[src/bmd_pkg.sv]
// Package with shared constants, types and functions of the majority-vote button debouncer.
`timescale 1ns / 1ps

package bmd_pkg;

    localparam int NUM_BUTTONS  = 8;
    localparam int HISTORY_LEN  = 16;
    localparam int IN_W         = 8;
    localparam int PTR_W        = $clog2(HISTORY_LEN);
    localparam int THR_W        = 5;
    localparam int CNT_W        = $clog2(HISTORY_LEN + 1);
    localparam int IDX_W        = 3;
    localparam int OUT_DATA_W   = 8;
    localparam int QUEUE_DEPTH  = 2;
    localparam int QPTR_W       = $clog2(QUEUE_DEPTH);
    localparam int QCNT_W       = $clog2(QUEUE_DEPTH + 1);

    localparam logic [THR_W-1:0] THR_RESET = THR_W'((HISTORY_LEN * 5) / 6);
    localparam logic [PTR_W-1:0] PTR_LAST  = PTR_W'(HISTORY_LEN - 1);

    typedef logic [NUM_BUTTONS-1:0] press_mask_t;

    typedef struct packed {
        logic not_full;
        logic not_empty;
    } q_status_t;

    function automatic logic [IDX_W-1:0] lowest_index(input press_mask_t mask);
        logic [IDX_W-1:0] idx;
        idx = '0;
        for (int i = NUM_BUTTONS - 1; i >= 0; i--) begin
            if (mask[i]) begin
                idx = IDX_W'(i);
            end
        end
        return idx;
    endfunction

endpackage

[src/multi_button_majority_debouncer.sv]
// Top level of the majority-vote debouncer for eight pulled-up buttons.
// Usage:
//   s_ channel: one word per polling tick, s_tdata[7:0] = pin levels (1 = released).
//   m_ channel: one word per press event, m_tdata[2:0] = button index, m_tlast
//     marks the final press of a tick; ticks without a press produce no word.
//   cfg_wr_en / cfg_wr_data: write the up threshold (count of high samples that
//     must be exceeded to read as released); write only while the block is idle.
// Event path: accepting a tick updates the state and queues its press mask;
//   the output register then loads the first event of the tick from the queue
//   and raises m_tvalid when the output side is free.
// Throughput: one tick per cycle at the input while the two-entry press queue
//   has room; one event per cycle at the output while m_tready is high, set by
//   the single-event output register; a tick yields up to eight events.
// Reset: sample rings, counts, ring pointer and debounced states clear to zero,
//   the threshold returns to 13, queue and output empty; no clearing pass.
// Stall: when m_tready is low the event holds; pending masks fill the queue and
//   s_tready drops once it is full.
`timescale 1ns / 1ps

module multi_button_majority_debouncer import bmd_pkg::*; (
    input  logic                  aclk,
    input  logic                  aresetn,
    input  logic                  cfg_wr_en,
    input  logic [THR_W-1:0]      cfg_wr_data,
    input  logic                  s_tvalid,
    output logic                  s_tready,
    input  logic [IN_W-1:0]       s_tdata,   // [7:0] pin_levels
    output logic                  m_tvalid,
    input  logic                  m_tready,
    output logic [OUT_DATA_W-1:0] m_tdata,   // [2:0] button_index, [7:3] zero
    output logic                  m_tlast    // last_event
);

    q_status_t   q_status;
    logic        push;
    press_mask_t push_mask;
    logic        pop;
    press_mask_t pop_mask;

    bmd_front u_front (
        .aclk        (aclk),
        .aresetn     (aresetn),
        .cfg_wr_en   (cfg_wr_en),
        .cfg_wr_data (cfg_wr_data),
        .s_tvalid    (s_tvalid),
        .s_tready    (s_tready),
        .s_tdata     (s_tdata),
        .q_status    (q_status),
        .push        (push),
        .push_mask   (push_mask)
    );

    bmd_queue u_queue (
        .aclk      (aclk),
        .aresetn   (aresetn),
        .push      (push),
        .push_mask (push_mask),
        .pop       (pop),
        .pop_mask  (pop_mask),
        .q_status  (q_status)
    );

    bmd_back u_back (
        .aclk     (aclk),
        .aresetn  (aresetn),
        .q_status (q_status),
        .pop_mask (pop_mask),
        .pop      (pop),
        .m_tvalid (m_tvalid),
        .m_tready (m_tready),
        .m_tdata  (m_tdata),
        .m_tlast  (m_tlast)
    );

`ifndef SYNTHESIS
    a_reset_empty: assert property (@(posedge aclk) !aresetn |=> !m_tvalid)
        else $error("output valid after reset");

    a_push_room: assert property (@(posedge aclk) disable iff (!aresetn)
        push |-> q_status.not_full)
        else $error("press queue overflow");

    a_pop_data: assert property (@(posedge aclk) disable iff (!aresetn)
        pop |-> q_status.not_empty)
        else $error("press queue underflow");

    a_pop_nonzero: assert property (@(posedge aclk) disable iff (!aresetn)
        pop |-> (pop_mask != '0))
        else $error("empty press mask queued");
`endif

endmodule

[src/bmd_front.sv]
// Front end: sample rings, running counts, debounced state and press detection per tick.
`timescale 1ns / 1ps

module bmd_front import bmd_pkg::*; (
    input  logic              aclk,
    input  logic              aresetn,
    input  logic              cfg_wr_en,
    input  logic [THR_W-1:0]  cfg_wr_data,
    input  logic              s_tvalid,
    output logic              s_tready,
    input  logic [IN_W-1:0]   s_tdata,   // [7:0] pin_levels
    input  q_status_t         q_status,
    output logic              push,
    output press_mask_t       push_mask
);

    logic [HISTORY_LEN-1:0] hist_reg  [NUM_BUTTONS];
    logic [HISTORY_LEN-1:0] hist_next [NUM_BUTTONS];
    logic [CNT_W-1:0]       cnt_reg   [NUM_BUTTONS];
    logic [CNT_W-1:0]       cnt_next  [NUM_BUTTONS];
    logic [NUM_BUTTONS-1:0] up_reg;
    logic [NUM_BUTTONS-1:0] up_next;
    logic [PTR_W-1:0]       ptr_reg;
    logic [PTR_W-1:0]       ptr_next;
    logic [THR_W-1:0]       thr_reg;
    logic                   accept;
    press_mask_t            press;

    assign s_tready = q_status.not_full;
    assign accept   = s_tvalid && s_tready;
    assign ptr_next = (ptr_reg == PTR_LAST) ? '0 : ptr_reg + 1'b1;

    always_comb begin
        for (int i = 0; i < NUM_BUTTONS; i++) begin
            logic level;
            logic old_bit;
            level   = (i < IN_W) ? s_tdata[i] : 1'b0;
            old_bit = hist_reg[i][ptr_next];
            hist_next[i] = hist_reg[i];
            hist_next[i][ptr_next] = level;
            cnt_next[i] = cnt_reg[i] + CNT_W'(level) - CNT_W'(old_bit);
            up_next[i]  = (THR_W'(cnt_next[i]) > thr_reg);
            press[i]    = up_reg[i] && !up_next[i];
        end
    end

    assign push      = accept && (press != '0);
    assign push_mask = press;

    always_ff @(posedge aclk) begin
        if (!aresetn) begin
            for (int i = 0; i < NUM_BUTTONS; i++) begin
                hist_reg[i] <= '0;
                cnt_reg[i]  <= '0;
            end
            up_reg  <= '0;
            ptr_reg <= '0;
            thr_reg <= THR_RESET;
        end else begin
            if (cfg_wr_en) begin
                thr_reg <= cfg_wr_data;
            end
            if (accept) begin
                for (int i = 0; i < NUM_BUTTONS; i++) begin
                    hist_reg[i] <= hist_next[i];
                    cnt_reg[i]  <= cnt_next[i];
                end
                up_reg  <= up_next;
                ptr_reg <= ptr_next;
            end
        end
    end

endmodule

[src/bmd_queue.sv]
// Short queue of press masks between the front end and the event emitter.
`timescale 1ns / 1ps

module bmd_queue import bmd_pkg::*; (
    input  logic        aclk,
    input  logic        aresetn,
    input  logic        push,
    input  press_mask_t push_mask,
    input  logic        pop,
    output press_mask_t pop_mask,
    output q_status_t   q_status
);

    press_mask_t       mem_reg [QUEUE_DEPTH];
    logic [QPTR_W-1:0] wr_ptr_reg;
    logic [QPTR_W-1:0] rd_ptr_reg;
    logic [QCNT_W-1:0] cnt_reg;
    logic [QCNT_W-1:0] cnt_next;

    assign pop_mask           = mem_reg[rd_ptr_reg];
    assign q_status.not_full  = (cnt_reg != QCNT_W'(QUEUE_DEPTH));
    assign q_status.not_empty = (cnt_reg != '0);
    assign cnt_next           = cnt_reg + QCNT_W'(push) - QCNT_W'(pop);

    always_ff @(posedge aclk) begin
        if (push) begin
            mem_reg[wr_ptr_reg] <= push_mask;
        end
    end

    always_ff @(posedge aclk) begin
        if (!aresetn) begin
            wr_ptr_reg <= '0;
            rd_ptr_reg <= '0;
            cnt_reg    <= '0;
        end else begin
            if (push) begin
                wr_ptr_reg <= (wr_ptr_reg == QPTR_W'(QUEUE_DEPTH - 1)) ? '0
                                                                       : wr_ptr_reg + 1'b1;
            end
            if (pop) begin
                rd_ptr_reg <= (rd_ptr_reg == QPTR_W'(QUEUE_DEPTH - 1)) ? '0
                                                                       : rd_ptr_reg + 1'b1;
            end
            cnt_reg <= cnt_next;
        end
    end

endmodule

[src/bmd_back.sv]
// Back end: split each press mask into index-ordered event words with a last marker.
`timescale 1ns / 1ps

module bmd_back import bmd_pkg::*; (
    input  logic                  aclk,
    input  logic                  aresetn,
    input  q_status_t             q_status,
    input  press_mask_t           pop_mask,
    output logic                  pop,
    output logic                  m_tvalid,
    input  logic                  m_tready,
    output logic [OUT_DATA_W-1:0] m_tdata,   // [2:0] button_index, [7:3] zero
    output logic                  m_tlast    // last_event
);

    press_mask_t      mask_reg;
    press_mask_t      src;
    press_mask_t      rest;
    logic             out_valid_reg;
    logic [IDX_W-1:0] idx_reg;
    logic [IDX_W-1:0] idx;
    logic             last_reg;
    logic             advance;
    logic             have;

    assign advance = !out_valid_reg || m_tready;
    assign have    = (mask_reg != '0) || q_status.not_empty;
    assign src     = (mask_reg != '0) ? mask_reg : pop_mask;
    assign idx     = lowest_index(src);
    assign rest    = src & (src - 1'b1);
    assign pop     = advance && (mask_reg == '0) && q_status.not_empty;

    assign m_tvalid = out_valid_reg;
    assign m_tdata  = OUT_DATA_W'(idx_reg);
    assign m_tlast  = last_reg;

    always_ff @(posedge aclk) begin
        if (advance && have) begin
            idx_reg  <= idx;
            last_reg <= (rest == '0);
        end
    end

    always_ff @(posedge aclk) begin
        if (!aresetn) begin
            out_valid_reg <= 1'b0;
            mask_reg      <= '0;
        end else if (advance) begin
            out_valid_reg <= have;
            if (have) begin
                mask_reg <= rest;
            end
        end
    end

endmodule
[config.mk]
export PLATFORM = sky130hd
export DESIGN_NAME = multi_button_majority_debouncer
export DESIGN_NICKNAME = d
export VERILOG_FILES = /design/src/bmd_pkg.sv /design/src/multi_button_majority_debouncer.sv /design/src/bmd_front.sv /design/src/bmd_queue.sv /design/src/bmd_back.sv
export SDC_FILE = /design/constraint.sdc
export NUM_CORES = 1
export LEC_CHECK = 0
export BUFFER_PORTS_ARGS = -buffer_cell sky130_fd_sc_hd__buf_4
export CAP_MARGIN = 10
export CELL_PAD_IN_SITES_DETAIL_PLACEMENT = 0
export CELL_PAD_IN_SITES_GLOBAL_PLACEMENT = 1
export CORE_UTILIZATION = 50
export DETAILED_ROUTE_END_ITERATION = 8
export HOLD_SLACK_MARGIN = 0.02
export PLACE_DENSITY_LB_ADDON = 0.1
export SLEW_MARGIN = 20
export SYNTH_ARGS = -nofsm -noshare
export SYNTH_HDL_FRONTEND = slang
export SYNTH_HIERARCHICAL = 1
export SYNTH_SLANG_ARGS = --single-unit
[constraint.sdc]
create_clock -name aclk -period 6.5 [get_ports aclk]
set_input_delay 1.3 -clock aclk [delete_from_list [all_inputs] [get_ports aclk]]
set_output_delay 1.3 -clock aclk [all_outputs]
set_load 0.02 [all_outputs]
==> summary.md, run 1 <==
The initial antenna violation count was 0; the area added between synthesis and finish was 9.94%. The maximum fanout count along the critical path is 14. In this run the clock root is driven by a clkbuf_16.

The remaining max-slew budget at the tightest pin came out at 26.9%. Final critical-path required period: 5.81 ns. The final-report setup violation count is 0.

IR analysis of the VDD net gives a maximum drop of 0.000294 V. The run finished with clean final reports. The tree built by TritonCTS fans out to 218 sinks. The count of buffers from port buffering works out to 23. For this run the aggregate overflow at the end of global routing stands at 0. The final hold violation count is 0.

The clock-pin slew of the registers on the worst-case setup and hold paths was 0.06 ns. Broken down by cell family, the worst path's largest delay share belongs to adder cells. Portion of the post-synthesis area used by sequential elements: 46.9%. By area the synthesized netlist is led by edfxtp_1 42%, mux2i_1 9.4%, ha_1 8.1%, mux4_2 5.4%, dfxtp_1 4.5%. The y dimension of the die was 165 um; the sum of negative setup slack was 0 ns. The first detailed-routing pass ran for 4 iterations. The biggest area contributor in the post-synthesis netlist is edfxtp_1.

Summing over every cut layer, the via total after detailed routing is 8,592. The floorplan step defined a die boundary enclosing 0.0273 mm^2. The logs give 3 for the number of buffers on the longest clock path and 0 for the post-CTS setup buffer count.

Maximum level of the CTS H-tree: 1. The worst setup path is launched from a flop. The share of flip-flops with an asynchronous set or reset came out at 0%. The run gives 0.0108 ns as the worst clock skew. In the routed design, unresolved DRC markers number 0.

Critical-path cell with the highest stage delay: dfxtp_1. The die is 165 um wide. Clock tree synthesis inserted a total of 25 buffers. For the number of global-route vias before repair, the log shows 8,561.

Clock latency on the worst-skew pair: 0.53 ns. The total power divided by cell area was 444 mW/mm^2; the proportion of layout cells with a drive suffix above 1 was 13.0%. The total area inside the core boundary comes to 0.0261 mm^2.

The startpoint identified for the worst register-to-register timing path is u_front/ptr_reg[0]. Entering global routing, the biggest net connects 84 pins. The count of state elements after synthesis is 218. For the worst setup path, the data required time is 6.69 ns. The top flip-flop cell by instance count after synthesis is edfxtp_1. A synthesized cell averages 11.5 um^2. The worst setup path is captured at a flop. Maximum operating frequency: 172 MHz. Traced cell by cell, the critical path runs through inv_1, ha_2, buf_12, mux4_2, and2_1, a211oi_1, a31oi_1, ha_1, inv_1, ha_1, inv_1, fa_1, inv_1, a21o_1, a21oi_1, xnor2_1, ha_1, nand4_1, o21bai_1, o22ai_1, nor4_1, a21oi_1, and2_1.

For this block, the initial DRC count from the detailed router was 514. In this design, the stage delay of the slowest critical-path cell is 0.50 ns. After synthesis, the largest area contributor takes up 42.4% of total cell area.

The netlist uses 63 different library cells. The finished cells cover 0.0146 mm^2. For this design the static power due to leakage is 5.85 nW. Most common cell in the netlist: edfxtp_1. The final layout contains routed wiring with a total length of 30,300 um.

The setup path with the least slack is of type flop to flop. In the finished design, the share of the clock period the worst path needs comes to 89.3%. The detail route stage leaves a number of antenna-violating nets equal to 0. In the routed layout, each cell is associated on average with a via count of 5.66. Dividing the detail-routed wire length by the instance count gives 20.0 um. Routability congestion estimate from global placement: 0.868. In this run, post-CTS hold repair placed 0 buffers. The critical path contains buffers and inverters numbering 5 combined. The number of top-level design ports is 29. In this run the cell area of the synthesized design comes to 0.0133 mm^2. Setup repair after global routing left no endpoint under its margin. Detailed placement finished with a half-perimeter wire length of 20,400 um. The final number of max-transition violations is 0. TritonCTS built the clock tree. The number of core rows came out at 59. The global-route wire length before repair is 48,200 um. The post-detailed-placement cell area is 0.0138 mm^2. The tool flagged a number of max-cap violations equal to 0. For this configuration, the core starts out at a cell density of 51.1%.

The number of nets in the finished design came out at 1,276. The commonest cells after synthesis are 188 x edfxtp_1, 125 x mux2i_1, 119 x nor2_1, 90 x inv_1, 86 x ha_1. The number of flops mapped to enable cells by yosys is 188. The register with the most flip-flops in the layout has 128 of them. The startpoint of the most critical hold path was u_front/thr_reg[4]. The launching instance or port of the critical path is u_front/ptr_reg[0].

The aggregate global-route resource usage came out at 23.1%. After technology mapping, the gate count stands at 1,154. The logs give 6.00 ns for the arrival time at the worst endpoint and 0 for the number of antenna repair diodes. During synthesis, Yosys emitted a total of 6 warnings. For the pin with the worst max-slew slack, the measured transition is 1.09 ns.

The path class of the tightest hold or removal check is flop to flop. Post-CTS repair changed the size of 0 cells. By instance count, the cell type seen most on the critical path is inv_1.
[layout make-up]
| class | count | area [um^2] |
|---|---|---|
| clock buffers | 28 | 637 |
| clock inverters | 18 | 168 |
| fillers | 2241 | 11400 |
| inverters | 91 | 342 |
| multi-input cells | 786 | 6480 |
| flip-flops and latches | 218 | 6250 |
| well taps | 335 | 419 |
| repair buffers | 42 | 340 |
[cell families (layout without fill, tap and decap cells)]
group | count (synthesis) | count (layout) | synth area share, %
compound gates | 173 | 173 | 8.93
flops | 218 | 218 | 46.9
simple gates | 312 | 312 | 11.9
mux | 165 | 165 | 15.5
fa+ha+maj | 94 | 94 | 9.29
buf+inv | 154 | 179 | 4.89
other cells | 1 | 5 | 0.0282
xor+xnor | 37 | 37 | 2.59
[metal layers]
metal | global-route usage, % | vias to the layer above | wire length [um]
met5 | 0 | - | 0
met3 | 2.62 | 43 | 979
met2 | 38.3 | 149 | 14400
met4 | 6.80 | 0 | 744
met1 | 31.7 | 4217 | 14200
li1 | - | 4183 | -
[stage by stage]
stage                     hold slack, ns  power [mW]  util [%]  std cells  setup slack [ns]
after detailed placement           0.514        5.11      53.1       1472             0.680
after global placement             0.500        5.08      53.1       1472             0.767
after global routing               0.593        7.04      56.2       1518             0.274
after floorplan                    0.483        4.46         -       1158             0.554
final                              0.526        6.50      56.2       1518             0.695
after CTS                          0.528        6.55      56.2       1518             0.650
[placed cells by master (no fill, tap or decap), types with 16 or more instances in the layout]
master       n
edfxtp_1   188
mux2i_1    125
nor2_1     119
inv_1       90
ha_1        85
nand2_1     54
and2_1      51
buf_4       40
nor2b_1     40
o21ai_0     37
a21oi_1     32
mux4_2      32
dfxtp_1     30
xnor2_1     29
clkbuf_16   25
a211oi_1    19
o22ai_1     17
a21o_1      16
[worst min-delay path: stages, from the launching register on]
cell	delay [ns]
dfxtp_1	0.33
mux2i_1	0.07
nor2b_1	0.09
[path summary, 6_finish.rpt]
path                      endpoint  slack (ns)  cells after the start
max          u_queue/mem_reg[1][2]        0.69                     23
min reg2reg     u_front/thr_reg[4]        0.53                      2
max reg2reg  u_queue/mem_reg[1][2]        0.69                     23
min             u_front/thr_reg[4]        0.53                      2
[where the power goes]
group          internal (mW)  switching [mW]
clock                  0.823           0.582
combinational           1.35            1.63
sequential              1.92           0.184
total                   4.10            2.40
No activity file was read; power rests on OpenSTA's default activity.
==> inputs of run 2 (changes only) <==
Settings changed: PLACE_DENSITY from default to 0.84, PLACE_DENSITY_LB_ADDON 0.1 to default.
==> run 2 against run 1 <==
  * Register-to-register slack lost 0.32 ns
  * Combinational power hardly changed
  * Via count up 0.90%
  * Largest power group unchanged
==> summary.md, run 2 (same netlist as run 1, synthesis figures left out) <==
On the final layout, the worst hold slack is 0.521 ns. The number of nets in the finished design is 1,275, and the global-route wire length before repair is 47,100 um. The first detailed-routing pass ran for 5 iterations. The run gives 3 as the number of buffers on the longest clock path. On the final layout, the worst clock skew is 0.0245 ns.

The final critical path takes up 94.2% of the cycle. The run gives 0.000386 V as the worst vdd rail ir drop. The worst setup path is of the flop to flop kind.

The initial utilization of the core area, before any placement, comes to 51.1%. After routing, the total negative slack on setup checks comes to 0 ns. The number of top-level design ports was 29.

At the end of routability-driven placement, the weighted congestion stood at 0.834. The maximum fanout count along the critical path is 15, and the number of vias after detailed routing is 8,669. Entering global routing, the biggest net connects 155 pins.

Once the clock tree was built, the resizer swapped 0 gates to a different size. The number of buffers created by CTS was 26. TritonCTS built the clock tree.

Using the TritonRoute via totals, the vias-per-cell ratio works out to 5.71. The number of flip-flops in the largest register is 128. The later pin in the worst-skew pair is clocked with a latency of 0.54 ns.

The die is 165 um wide. The clock sink count was 218. The worst pin sits at a relative slew slack of 29.0%. The tools report the number of antenna repair diodes as 0. In this run the worst setup path begins at u_front/ptr_reg[0]. The tree is rooted in a clkbuf_16. The average routed wire per standard cell works out to 19.0 um. The area of the die was 0.0273 mm^2; the count of buffers from port buffering was 23. The run finished with clean final reports.

Launching point of the worst reg2reg path: u_front/ptr_reg[0]. The clock-pin slew of the registers on the worst-case setup and hold paths is 0.06 ns. Setup repair after global routing left no endpoint under its margin. The floorplan has 59 rows. The tools report the maximum operating frequency as 163 MHz. In the layout the commonest cells are 188 x edfxtp_1, 125 x mux2i_1, 119 x nor2_1.

The flop-to-flop setup slack is 0.37 ns, and the initial DRC count is 571. Data arrives at the worst endpoint at 6.35 ns. The initial antenna violation count was 0. The tools report the post-DP HPWL as 19,100 um. For the final number of max-transition violations, the log shows 0. Number of buffers inserted by hold repair at cts: 0. Post-CTS timing repair inserted 0 buffers for setup. The area growth from synthesis to layout is 9.44%. For the pin with the worst max-slew slack, the measured transition is 1.06 ns. Startpoint of the most critical hold path: u_front/thr_reg[1]. For the worst setup path, the data required time is 6.73 ns. The proportion of layout cells with a drive suffix above 1 was 12.5%. The library cell used most frequently in the layout, excluding fill and tap cells, is edfxtp_1. STA classifies the critical path startpoint as a flop. The area of the placeable core is 0.0261 mm^2. For the total leakage power, the log shows 5.82 nW. STA classifies the critical path endpoint as a flop. The maximum level of the CTS H-tree was 1; the y dimension of the die was 165 um. After layout, the minimum clock period comes to 6.13 ns. The tools report the number of global-route vias before repair as 8,670. The remaining number of nets flagged by the antenna check after routing was 0; the sum of overflow across all layers after global routing was 0. The aggregate global-route resource usage came out at 22.2%. Setup violations remaining at the end of the flow were counted as 0. Max-cap violations in this run came to 0. The post-detailed-routing wire length is 28,900 um, and the number of remaining DRC errors is 0. The final hold violation count is 0, and the total power divided by cell area is 440 mW/mm^2. The tightest min-delay check is of the flop to flop type.
==> run 2: cell types whose count changed in the layout (fill, tap and decap cells not counted), sizes merged <==
cell      previous run  this run
buf                 42        40
bufinv               3         0
clkbuf              28        37
clkinv              13        10
clkinvlp             1         0
inv                 92        91
==> run 2: layer usage <==
metal | up-vias | wire (um) | global-route usage [%]
met5 | - | 0 | 0
met2 | 183 | 13900 | 37.4
met3 | 47 | 1160 | 3.15
met1 | 4256 | 13100 | 29.7
li1 | 4183 | - | -
met4 | 0 | 687 | 6.13
==> run 2: final cells by class <==
type | count | area, um^2
repair buffers | 40 | 313
well taps | 335 | 419
multi-input cells | 786 | 6490
fillers | 2253 | 11500
flip-flops and latches | 218 | 6250
clock buffers | 37 | 713
clock inverters | 10 | 45.0
inverters | 91 | 342
==> run 2: metrics by stage <==
stage | std cells | area, um^2 | power, mW | worst slack, ns | util (%)
floorplan | 1158 | 13300 | 4.46 | 0.554 | -
global placement | 1470 | 13800 | 5.02 | 0.753 | 53.0
detailed placement | 1470 | 13800 | 5.09 | 0.479 | 53.0
CTS | 1517 | 14600 | 6.45 | 0.424 | 55.9
global route | 1517 | 14600 | 6.93 | 0.0498 | 55.9
finish | 1517 | 14600 | 6.41 | 0.374 | 55.9
==> run 2: worst max-delay path, stage by stage (launching register included) <==
cell and delay (ns):
dfxtp_1 0.39, ha_1 0.40, a31oi_4 0.47, buf_4 0.35
mux4_2 0.34, and2_1 0.17, a211oi_1 0.21, a31oi_1 0.10
ha_1 0.29, inv_1 0.04, ha_1 0.20, fa_1 0.40
a21o_1 0.18, a21oi_1 0.22, xnor2_1 0.18, ha_1 0.28
nand4_1 0.14, o21bai_1 0.10, o22ai_1 0.39, nor4_1 0.10
a21oi_1 0.29, nor2b_1 0.33, buf_4 0.22
==> run 2: power breakdown <==
part / switching [mW] / internal (mW) / leakage [nW]
clock network: 0.562 / 0.758 / 0.374
registers: 0.183 / 1.92 / 2.28
logic: 1.63 / 1.35 / 3.16
total: 2.38 / 4.03 / 5.82
==> run 2: final timing paths <==
check                                              to  depth (start not counted)
worst min register to register     u_front/thr_reg[1]                          2
worst min-delay path               u_front/thr_reg[1]                          2
worst max-delay path            u_queue/mem_reg[0][2]                         22
worst max register to register  u_queue/mem_reg[0][2]                         22
